<file path="config.mk">
export PLATFORM = sky130hd
export DESIGN_NAME = sorted_timer_queue_top
export DESIGN_NICKNAME = d
export VERILOG_FILES = /design/src/stq_pkg.sv /design/src/stq_cell.sv /design/src/stq_chain.sv /design/src/sorted_timer_queue_top.sv
export VERILOG_INCLUDE_DIRS = /design/src /design/src/src
export SDC_FILE = /design/constraint.sdc
export NUM_CORES = 2
export LEC_CHECK = 0
export BUFFER_PORTS_ARGS = -buffer_cell sky130_fd_sc_hd__buf_4
export CELL_PAD_IN_SITES_DETAIL_PLACEMENT = 1
export CELL_PAD_IN_SITES_GLOBAL_PLACEMENT = 2
export CORE_UTILIZATION = 30
export CTS_CLUSTER_SIZE = 10
export DETAILED_ROUTE_END_ITERATION = 8
export PLACE_DENSITY = 0.74
export SLEW_MARGIN = 20
export SYNTH_ARGS = -nofsm -noshare
export SYNTH_HDL_FRONTEND = slang
export SYNTH_SLANG_ARGS = --single-unit
</file>
<file path="constraint.sdc">
create_clock -name clock -period 6 [get_ports clock]
set_input_delay 1.2 -clock clock [delete_from_list [all_inputs] [get_ports clock]]
set_output_delay 1.2 -clock clock [all_outputs]
set_load 0.02 [all_outputs]
</file>
<file path="src/sorted_timer_queue_top_assert.svh">
// ---------------------------------------------------------------------------
// Sorted timer queue assertion macros
// Shared concurrent assertion forms, clocked on clock and disabled in reset.
// ---------------------------------------------------------------------------
`ifndef SORTED_TIMER_QUEUE_TOP_ASSERT_SVH
`define SORTED_TIMER_QUEUE_TOP_ASSERT_SVH

// The expression holds at every clock edge outside reset.
`define STQ_ASSERT_ALWAYS(lbl, expr) \
   lbl: assert property (@(posedge clock) disable iff (reset) (expr)) \
      else $error("sorted timer queue: invariant violated");

// The consequent holds in the cycle after the antecedent.
`define STQ_ASSERT_NEXT(lbl, ante, cons) \
   lbl: assert property (@(posedge clock) disable iff (reset) (ante) |=> (cons)) \
      else $error("sorted timer queue: sequence violated");

`endif

</file>
<file path="src/stq_pkg.sv">
// ---------------------------------------------------------------------------
// Sorted timer queue package
// Shared constants, payload types and control types of the timer queue.
// ---------------------------------------------------------------------------
package stq_pkg;

   localparam int NUM_TIMERS   = 16;
   localparam int ID_W         = 4;
   localparam int TIME_W       = 32;
   localparam int RESULT_LIMIT = 16;
   localparam int POP_W        = $clog2(RESULT_LIMIT);

   typedef enum logic [1:0] {
      CMD_START_REL = 2'd0,
      CMD_START_ABS = 2'd1,
      CMD_STOP      = 2'd2,
      CMD_PROCESS   = 2'd3
   } cmd_type;

   typedef struct packed {
      cmd_type             cmd;
      logic [ID_W-1:0]     timer_id;
      logic [TIME_W-1:0]   time_value;
      logic [TIME_W-1:0]   now;
   } req_payload_type;

   typedef struct packed {
      logic [ID_W-1:0]     fired_timer;
      logic                fired_valid;
      logic [TIME_W-1:0]   earliest_time;
      logic                last;
   } rsp_payload_type;

   // One queue slot.
   typedef struct packed {
      logic                valid;
      logic [ID_W-1:0]     id;
      logic [TIME_W-1:0]   fire_time;
   } entry_type;

   typedef enum logic [1:0] {
      OP_HOLD   = 2'd0,
      OP_REMOVE = 2'd1,
      OP_INSERT = 2'd2
   } cell_op_type;

   // Broadcast to every cell of the chain.
   typedef struct packed {
      cell_op_type         op;
      logic [ID_W-1:0]     id;
      logic [TIME_W-1:0]   fire_time;
   } cell_ctrl_type;

   // What the controller sees of the chain.
   typedef struct packed {
      entry_type           head;
      entry_type           second;
      logic                full;
   } chain_status_type;

   typedef enum logic [2:0] {
      ST_IDLE    = 3'd0,
      ST_REMOVE  = 3'd1,
      ST_INSERT  = 3'd2,
      ST_STATUS  = 3'd3,
      ST_PROCESS = 3'd4
   } state_type;

endpackage

</file>
<file path="src/stq_cell.sv">
// ---------------------------------------------------------------------------
// Sorted timer queue cell
// One slot of the sorted chain; shifts toward the head on removal and
// toward the tail on insertion.
// ---------------------------------------------------------------------------
module stq_cell
   import stq_pkg::*;
(
   input  logic          clock,
   input  logic          reset,
   input  cell_ctrl_type ctrl,
   input  entry_type     left_entry,
   input  entry_type     right_entry,
   input  logic          hit_in,
   input  logic          ins_in,
   output logic          hit_out,
   output logic          ins_out,
   output entry_type     entry
);

   entry_type entry_ff;
   entry_type entry_in;
   entry_type new_entry;

   // The removed timer sits here or nearer the head.
   assign hit_out = hit_in | (entry_ff.valid & (entry_ff.id == ctrl.id));
   // The new timer belongs here or nearer the head.
   assign ins_out = ~entry_ff.valid | (entry_ff.fire_time > ctrl.fire_time);

   always_comb begin
      new_entry.valid     = 1'b1;
      new_entry.id        = ctrl.id;
      new_entry.fire_time = ctrl.fire_time;
      entry_in            = entry_ff;
      case (ctrl.op)
         OP_REMOVE: begin
            if (hit_out) begin
               entry_in = right_entry;
            end
         end
         OP_INSERT: begin
            if (ins_out && ins_in) begin
               entry_in = left_entry;
            end else if (ins_out) begin
               entry_in = new_entry;
            end
         end
         default: begin
            entry_in = entry_ff;
         end
      endcase
   end

   always_ff @(posedge clock) begin
      if (reset) begin
         entry_ff.valid <= 1'b0;
      end else begin
         entry_ff <= entry_in;
      end
   end

   assign entry = entry_ff;

endmodule

</file>
<file path="src/stq_chain.sv">
// ---------------------------------------------------------------------------
// Sorted timer queue chain
// Row of cells kept sorted by fire time, head at cell zero.
// ---------------------------------------------------------------------------
module stq_chain
   import stq_pkg::*;
(
   input  logic             clock,
   input  logic             reset,
   input  cell_ctrl_type    ctrl,
   output chain_status_type status
);

   entry_type cell_q  [NUM_TIMERS];
   entry_type left_e  [NUM_TIMERS];
   entry_type right_e [NUM_TIMERS];
   logic      hit     [NUM_TIMERS+1];
   logic      ins     [NUM_TIMERS+1];

   assign hit[0] = 1'b0;
   assign ins[0] = 1'b0;

   for (genvar g = 0; g < NUM_TIMERS; g++) begin : g_cell
      if (g == 0) begin : g_first
         assign left_e[g] = '0;
      end else begin : g_inner_l
         assign left_e[g] = cell_q[g-1];
      end
      if (g == NUM_TIMERS - 1) begin : g_last
         assign right_e[g] = '0;
      end else begin : g_inner_r
         assign right_e[g] = cell_q[g+1];
      end

      stq_cell u_cell (
         .clock       (clock),
         .reset       (reset),
         .ctrl        (ctrl),
         .left_entry  (left_e[g]),
         .right_entry (right_e[g]),
         .hit_in      (hit[g]),
         .ins_in      (ins[g]),
         .hit_out     (hit[g+1]),
         .ins_out     (ins[g+1]),
         .entry       (cell_q[g])
      );
   end

   assign status.head   = cell_q[0];
   assign status.second = cell_q[1];
   assign status.full   = cell_q[NUM_TIMERS-1].valid;

endmodule

</file>
<file path="src/sorted_timer_queue_top.sv">
// ---------------------------------------------------------------------------
// Sorted timer queue
// Up to sixteen timers held in a shift-insert chain sorted by fire time.
// ---------------------------------------------------------------------------
//
//   Channel  Ports                      Moves per transfer
//   -------  -------------------------  ---------------------------------------
//   request  req_valid/ready/payload    one command: start, stop or process
//   response rsp_valid/ready/payload    one result: fired timer or status
//
// After its transfer, a start takes the timer out of the chain, then inserts
// it, then loads the status result. A stop takes the timer out and loads the
// status result; a process pops each fired timer in turn, or loads a status
// result when nothing is due; the chain moves by one operation per cycle.
// Reset clears every valid bit of the chain and returns the controller to
// idle. A stalled response holds the controller in the state that loads the
// next result; a new request is taken in idle even while the last result
// still waits in the output register.
//
module sorted_timer_queue_top
   import stq_pkg::*;
(
   input  logic            clock,
   input  logic            reset,
   input  logic            req_valid,
   output logic            req_ready,
   input  req_payload_type req_payload,
   output logic            rsp_valid,
   input  logic            rsp_ready,
   output rsp_payload_type rsp_payload
);

`include "sorted_timer_queue_top_assert.svh"

   state_type        state_ff;
   state_type        state_in;

   // The accepted command, with a relative start already turned into an
   // absolute fire time.
   cmd_type           cmd_ff;
   logic [ID_W-1:0]   id_ff;
   logic [TIME_W-1:0] time_ff;
   logic [TIME_W-1:0] now_ff;
   logic [TIME_W:0]   rel_sum;
   logic [TIME_W-1:0] start_time;

   logic [POP_W-1:0]  pop_cnt_ff;
   logic [POP_W-1:0]  pop_cnt_in;

   logic              rsp_valid_ff;
   logic              rsp_valid_in;
   rsp_payload_type   rsp_data_ff;
   rsp_payload_type   rsp_data_in;

   cell_ctrl_type     ctrl;
   chain_status_type  chain;

   logic              req_xfer;
   logic              out_free;
   logic              id_ok;
   logic              head_due;
   logic              pop_last;
   logic              chain_ordered;
   logic [TIME_W-1:0] head_time;
   logic [TIME_W-1:0] second_time;

   stq_chain u_chain (
      .clock  (clock),
      .reset  (reset),
      .ctrl   (ctrl),
      .status (chain)
   );

   // A relative start saturates at the largest time instead of wrapping.
   assign rel_sum    = {1'b0, req_payload.now} + {1'b0, req_payload.time_value};
   assign start_time = rel_sum[TIME_W] ? {TIME_W{1'b1}} : rel_sum[TIME_W-1:0];

   assign req_ready  = (state_ff == ST_IDLE);
   assign req_xfer   = req_valid & req_ready;
   assign out_free   = ~rsp_valid_ff | rsp_ready;
   assign id_ok      = int'(id_ff) < NUM_TIMERS;

   assign head_time   = chain.head.valid   ? chain.head.fire_time   : {TIME_W{1'b1}};
   assign second_time = chain.second.valid ? chain.second.fire_time : {TIME_W{1'b1}};
   assign head_due    = chain.head.valid & (chain.head.fire_time <= now_ff);
   // The pop in progress ends the burst when the next head is not due or
   // when the per-command result limit is reached.
   assign pop_last    = ~chain.second.valid | (chain.second.fire_time > now_ff) |
                        (pop_cnt_ff == POP_W'(RESULT_LIMIT - 1));

   // The two front cells are packed and in fire time order.
   assign chain_ordered = ~chain.second.valid |
                          (chain.head.valid & (chain.head.fire_time <= chain.second.fire_time));

   always_ff @(posedge clock) begin
      if (req_xfer) begin
         cmd_ff  <= req_payload.cmd;
         id_ff   <= req_payload.timer_id;
         time_ff <= (req_payload.cmd == CMD_START_REL) ? start_time
                                                       : req_payload.time_value;
         now_ff  <= req_payload.now;
      end
   end

   always_comb begin
      state_in       = state_ff;
      pop_cnt_in     = pop_cnt_ff;
      rsp_valid_in   = rsp_valid_ff & ~rsp_ready;
      rsp_data_in    = rsp_data_ff;
      ctrl.op        = OP_HOLD;
      ctrl.id        = id_ff;
      ctrl.fire_time = time_ff;
      case (state_ff)
         ST_IDLE: begin
            pop_cnt_in = '0;
            if (req_xfer) begin
               state_in = (req_payload.cmd == CMD_PROCESS) ? ST_PROCESS : ST_REMOVE;
            end
         end
         ST_REMOVE: begin
            if (id_ok) begin
               ctrl.op = OP_REMOVE;
            end
            state_in = (cmd_ff == CMD_STOP) ? ST_STATUS : ST_INSERT;
         end
         ST_INSERT: begin
            // A full chain drops the restarted timer rather than its tail.
            if (id_ok && !chain.full) begin
               ctrl.op = OP_INSERT;
            end
            state_in = ST_STATUS;
         end
         ST_STATUS: begin
            if (out_free) begin
               rsp_valid_in              = 1'b1;
               rsp_data_in.fired_timer   = '0;
               rsp_data_in.fired_valid   = 1'b0;
               rsp_data_in.earliest_time = head_time;
               rsp_data_in.last          = 1'b1;
               state_in                  = ST_IDLE;
            end
         end
         ST_PROCESS: begin
            if (out_free) begin
               rsp_valid_in = 1'b1;
               if (head_due) begin
                  ctrl.op                   = OP_REMOVE;
                  ctrl.id                   = chain.head.id;
                  rsp_data_in.fired_timer   = chain.head.id;
                  rsp_data_in.fired_valid   = 1'b1;
                  rsp_data_in.earliest_time = second_time;
                  rsp_data_in.last          = pop_last;
                  pop_cnt_in                = pop_cnt_ff + POP_W'(1);
                  if (pop_last) begin
                     state_in = ST_IDLE;
                  end
               end else begin
                  // Only reached on the first look, when nothing is due.
                  rsp_data_in.fired_timer   = '0;
                  rsp_data_in.fired_valid   = 1'b0;
                  rsp_data_in.earliest_time = head_time;
                  rsp_data_in.last          = 1'b1;
                  state_in                  = ST_IDLE;
               end
            end
         end
         default: begin
            state_in = ST_IDLE;
         end
      endcase
   end

   always_ff @(posedge clock) begin
      if (reset) begin
         state_ff     <= ST_IDLE;
         pop_cnt_ff   <= '0;
         rsp_valid_ff <= 1'b0;
      end else begin
         state_ff     <= state_in;
         pop_cnt_ff   <= pop_cnt_in;
         rsp_valid_ff <= rsp_valid_in;
      end
   end

   always_ff @(posedge clock) begin
      rsp_data_ff <= rsp_data_in;
   end

   assign rsp_valid   = rsp_valid_ff;
   assign rsp_payload = rsp_data_ff;

   // The two front cells of the chain stay sorted and packed toward the head.
   `STQ_ASSERT_ALWAYS(a_chain_sorted, chain_ordered)
   // A status result always closes its command.
   `STQ_ASSERT_ALWAYS(a_status_last, !rsp_valid_ff || rsp_data_ff.fired_valid || rsp_data_ff.last)
   // An accepted command always leaves idle.
   `STQ_ASSERT_NEXT(a_accept_busy, req_xfer, state_ff != ST_IDLE)

endmodule
</file>
==> results.txt <==
----------------------------------------------------
[Detailed routing]
  DRC violations left ... 0
  Count of TritonRoute iterations in the first routing pass ... 6
  Detailed-route wire length per cell ... 24.6 um
  Routed via count ... 40,700
  Post-route ant nets ... 0
  Final routed wirelength across all metal layers ... 180,000 um
  Initial detailed-routing violation count ... 2,888
  Via density per instance ... 5.56

[CTS]
  CTS Root Buffer Type ... sky130_fd_sc_hd__clkbuf_16
  Maximum clock insertion buffer count ... 3
  Total setup buffers inserted after CTS ... 0
  Clock tree from TritonCTS ... yes
  Hold-fix buffers at CTS ... 0
  Resize count post-CTS ... 0
  Clock insertion delay at the later pin of the skew report ... 680 ps
  Total clock sinks ... 708
  Num CTS Buffers ... 87
  # H-tree levels ... 3
  Clock transition at the registers of the reported paths ... 60 ps

[Timing]
  Tightest slew margin relative to the limit ... 0.208
  Final worst clock skew ... 20.3 ps
  Worst-case setup margin in the final layout ... 250 ps
  # setup viols final ... 0
  Final hold viol count ... 0
  Sum of negative setup slack ... 0 ps
  RSZ-0062 raised after global routing ... no
  Final-report max-slew violation count ... 0
  Min cycle time layout ... 5750 ps
  FMAX ... 0.174 GHz
  Final Cycle Share ... 0.958
  Slew at the pin with the worst max-slew slack ... 1180 ps

[Synth]
  Most used DFF post-synth ... sky130_fd_sc_hd__edfxtp_1
  Number of standard cells after synthesis ... 4,918
  Synth cell types ... 105
  Share of the synthesized netlist area taken by xor and xnor gates ... 0.0139
  Yosys warns ... 0
  Largest area contributor in the synthesized netlist ... sky130_fd_sc_hd__edfxtp_1
  Netlist Area Pre-Place ... 0.0504 sq mm
  Area share of fa/ha/maj cells after synthesis ... 0.152
  Leading cell types by total area after synthesis ... sky130_fd_sc_hd__edfxtp_1, sky130_fd_sc_hd__ha_1, sky130_fd_sc_hd__mux2i_1
  Multiplexer fraction of the synthesized cell area ... 0.0720
  Sequential element share of the synthesized area ... 0.417
  Async set or reset register ratio after synthesis ... 0
  Synthesized-area fraction occupied by ao, oa, aoi and oai cells ... 0.182
  Simple logic cell fraction of the synthesized area ... 0.114
  Mean cell area of the mapped netlist ... 10.2 sq um
  Synthesized netlist net count ... 5,604
  Proportion of netlist area held by the largest area contributor ... 0.408
  Dominant combinational cell family by area after synthesis ... compound AO/OA/AOI/OAI gates
  Synth Register Bits ... 708
  Count of flip-flops with a built-in enable after synthesis ... 684

[Critical path]
  Data arrival at the endpoint of the critical path ... 6140 ps
  Reg-to-reg setup timing slack ... 250 ps
  R2R cell count ... 14
  Buffers plus inverters on the worst setup path ... 1
  Worst Setup End Kind ... flip-flop
  Startpoint Class ... flip-flop
  Critical R2R Capture ... u_chain.g_cell[15].u_cell.entry[17]
  Worst path slowest cell ... sky130_fd_sc_hd__nor4_2
  Required time of the worst setup path ... 6390 ps
  Delay of the slowest critical-path stage ... 670 ps
  Largest fanout on the critical path ... 36
  Launch point of the worst reg-to-reg path ... u_chain.g_cell[0].u_cell.entry[1]
  Critical-path cell list ... ha_1, nand4_1, nor4_2, nand2_1, a22oi_2, o21a_2, nand2_4, mux2i_1, a32oi_1, o21ai_1, nor4_4, a311oi_2, and2_2, buf_12
  Cell class contributing the biggest share of worst-path delay ... simple AND/OR/NAND/NOR gates
  Kind of critical path ... reg -> reg

[Cells and area]
  Fraction of layout instances using a drive strength above 1 ... 0.102
  Nets@finish ... 5,741
  Most common cell after layout, fill and taps aside ... sky130_fd_sc_hd__edfxtp_1
  Highest-count cells in the layout ignoring fill and taps ... sky130_fd_sc_hd__edfxtp_1, sky130_fd_sc_hd__ha_1, sky130_fd_sc_hd__a21oi_1
  Layout Cell Area excl Fill ... 0.0575 sq mm
  Layout overhead on the synthesized area ... 14.2%

[Placed design]
  Worst slack, placed ... 393 ps
  Number of buffers inserted by port buffering ... 113
  Detailed Place HPWL ... 139,000 um
  Final weighted congestion of routability-driven global placement ... 0.880
  Placed cell area ... 0.0550 sq mm

[Floorplanning]
  Cell Rows ... 150
  Width of the die ... 412 um
  Top Ports ... 114
  Die area ... 0.170 sq mm
  Vertical die dimension ... 412 um
  Starting density of the core ... 0.302
  Area of the placeable core ... 0.167 sq mm

[Worst hold path]
  Hold path cells ... 2
  Hold path startpoint ... pop_cnt_ff[1]
  Classification of the worst-slack hold path ... reg -> reg
  Hold Crit Endpoint ... pop_cnt_ff[1]

[Power]
  Power density of the placed cells ... 280 mW/mm^2
  Worst vdd ir ... 204 uV
  Leakage power figure ... 23.3 nW

[Global route]
  Total track usage ... 0.207
  Number of antenna violations at the first check in global routing ... 4
  Number of global-route vias before repair ... 42,200
  GR Overflow Total ... 0
  Largest net degree at the start of global routing ... 161
  Global-route wire length before repair ... 269,000 um

[Run]
  Maximum Capacitance Violations ... 0

[Status]
  Result of the run ... finished, final reports clean

----------------------------------------------------
==> synthesized netlist by cell type, types with 21 or more instances <==
master	instances
sky130_fd_sc_hd__o21a_1	86
sky130_fd_sc_hd__a211oi_1	21
sky130_fd_sc_hd__clkbuf_1	197
sky130_fd_sc_hd__o22a_1	64
sky130_fd_sc_hd__buf_2	23
sky130_fd_sc_hd__o221ai_1	187
sky130_fd_sc_hd__dfxtp_1	24
sky130_fd_sc_hd__a21oi_1	442
sky130_fd_sc_hd__xnor2_1	38
sky130_fd_sc_hd__xor2_1	42
sky130_fd_sc_hd__mux2i_1	361
sky130_fd_sc_hd__inv_1	338
sky130_fd_sc_hd__ha_1	611
sky130_fd_sc_hd__edfxtp_1	684
sky130_fd_sc_hd__buf_1	34
sky130_fd_sc_hd__nand2_1	206
sky130_fd_sc_hd__nor2_1	417
sky130_fd_sc_hd__o21ai_0	161
sky130_fd_sc_hd__nand3_1	231
sky130_fd_sc_hd__nor3_1	26
sky130_fd_sc_hd__a21o_1	213
sky130_fd_sc_hd__nor2b_1	66
sky130_fd_sc_hd__nand2b_1	29
sky130_fd_sc_hd__o211ai_1	21
sky130_fd_sc_hd__nand4_1	129
==> area by class of cell <==
cell class                      count  area, sq um
Sequential cell                   708        21000
Tap cell                         2204         2760
Multi-Input combinational cell   3595        27200
Fill cell                       18700       109000
Timing Repair Buffer              321         2720
Clock buffer                      123         2370
Inverter                          342         1280
Antenna cell                        1         2.50
Clock inverter                     21          181
==> power breakdown <==
group | leakage [nW] | internal [W] | switching, W
logic | 15.6 | 0.00170 | 0.00274
registers | 6.46 | 0.00615 | 0.000500
clock network | 1.24 | 0.00278 | 0.00221
total | 23.3 | 0.0106 | 0.00546
==> logic make-up (layout without fill, tap and decap cells) <==
kind of cell,Yosys count,count (layout)
fa+ha+maj,612,612
xor+xnor,80,80
compound gates,1343,1343
other cells,0,1
simple gates,1198,1198
mux,362,362
buf+inv,615,807
flops,708,708
==> how the worst max path moves through the flow <==
stage / endpoint / cells after the start / slack, ps / from
final: u_chain.g_cell[15].u_cell.entry[17] / 14 / 250 / u_chain.g_cell[0].u_cell.entry[1]
after global routing: u_chain.g_cell[6].u_cell.entry[27] / 12 / 60 / u_chain.g_cell[0].u_cell.entry[1]
after CTS: u_chain.g_cell[15].u_cell.entry[27] / 14 / 340 / u_chain.g_cell[0].u_cell.entry[1]
after detailed placement: u_chain.g_cell[15].u_cell.entry[18] / 14 / 390 / u_chain.g_cell[0].u_cell.entry[1]
after global placement: u_chain.g_cell[5].u_cell.entry[18] / 13 / 240 / u_chain.g_cell[0].u_cell.entry[3]
after floorplan: u_chain.g_cell[4].u_cell.entry[0] / 16 / -230 / u_chain.g_cell[0].u_cell.entry[19]
==> registers in the layout, summed over array words and instances, names as in the netlist <==
name                         count
rsp_payload                     38
id_ff                            4
time_ff                         32
pop_cnt_ff                       4
now_ff                          32
cmd_ff                           2
state_ff                         3
rsp_valid                        1
u_chain.g_cell.u_cell.entry    592
==> through the flow <==
| stage | instances | util | power [W] | hold WS [ps] |
|---|---|---|---|---|
| final | 7315 | 0.345 | 0.0161 | 555 |
| after global routing | 7314 | 0.345 | 0.0168 | 589 |
| after CTS | 7314 | 0.345 | 0.0162 | 560 |
| after detailed placement | 7170 | 0.329 | 0.0111 | 545 |
| after global placement | 7169 | 0.329 | 0.0110 | 531 |
| after floorplan | 4918 | - | 0.00942 | 457 |
==> layer usage <==
layer / GRT usage / vias up / wire length [um]
met4: 0.0669 / 0 / 5860
met2: 0.349 / 835 / 85400
met3: 0.0203 / 245 / 6000
li1: - / 19000 / -
met5: 0 / - / 0
met1: 0.276 / 20600 / 82400
==> worst register-to-register path, stage by stage, from the launching register on <==
cell and delay [ps]:
sky130_fd_sc_hd__edfxtp_1 460, sky130_fd_sc_hd__ha_1 330, sky130_fd_sc_hd__nand4_1 200, sky130_fd_sc_hd__nor4_2 670, sky130_fd_sc_hd__nand2_1 180, sky130_fd_sc_hd__a22oi_2 420
sky130_fd_sc_hd__o21a_2 540, sky130_fd_sc_hd__nand2_4 340, sky130_fd_sc_hd__mux2i_1 200, sky130_fd_sc_hd__a32oi_1 610, sky130_fd_sc_hd__o21ai_1 290, sky130_fd_sc_hd__nor4_4 490
sky130_fd_sc_hd__a311oi_2 220, sky130_fd_sc_hd__and2_2 260, sky130_fd_sc_hd__buf_12 170
(Power assumes the default switching activity.)
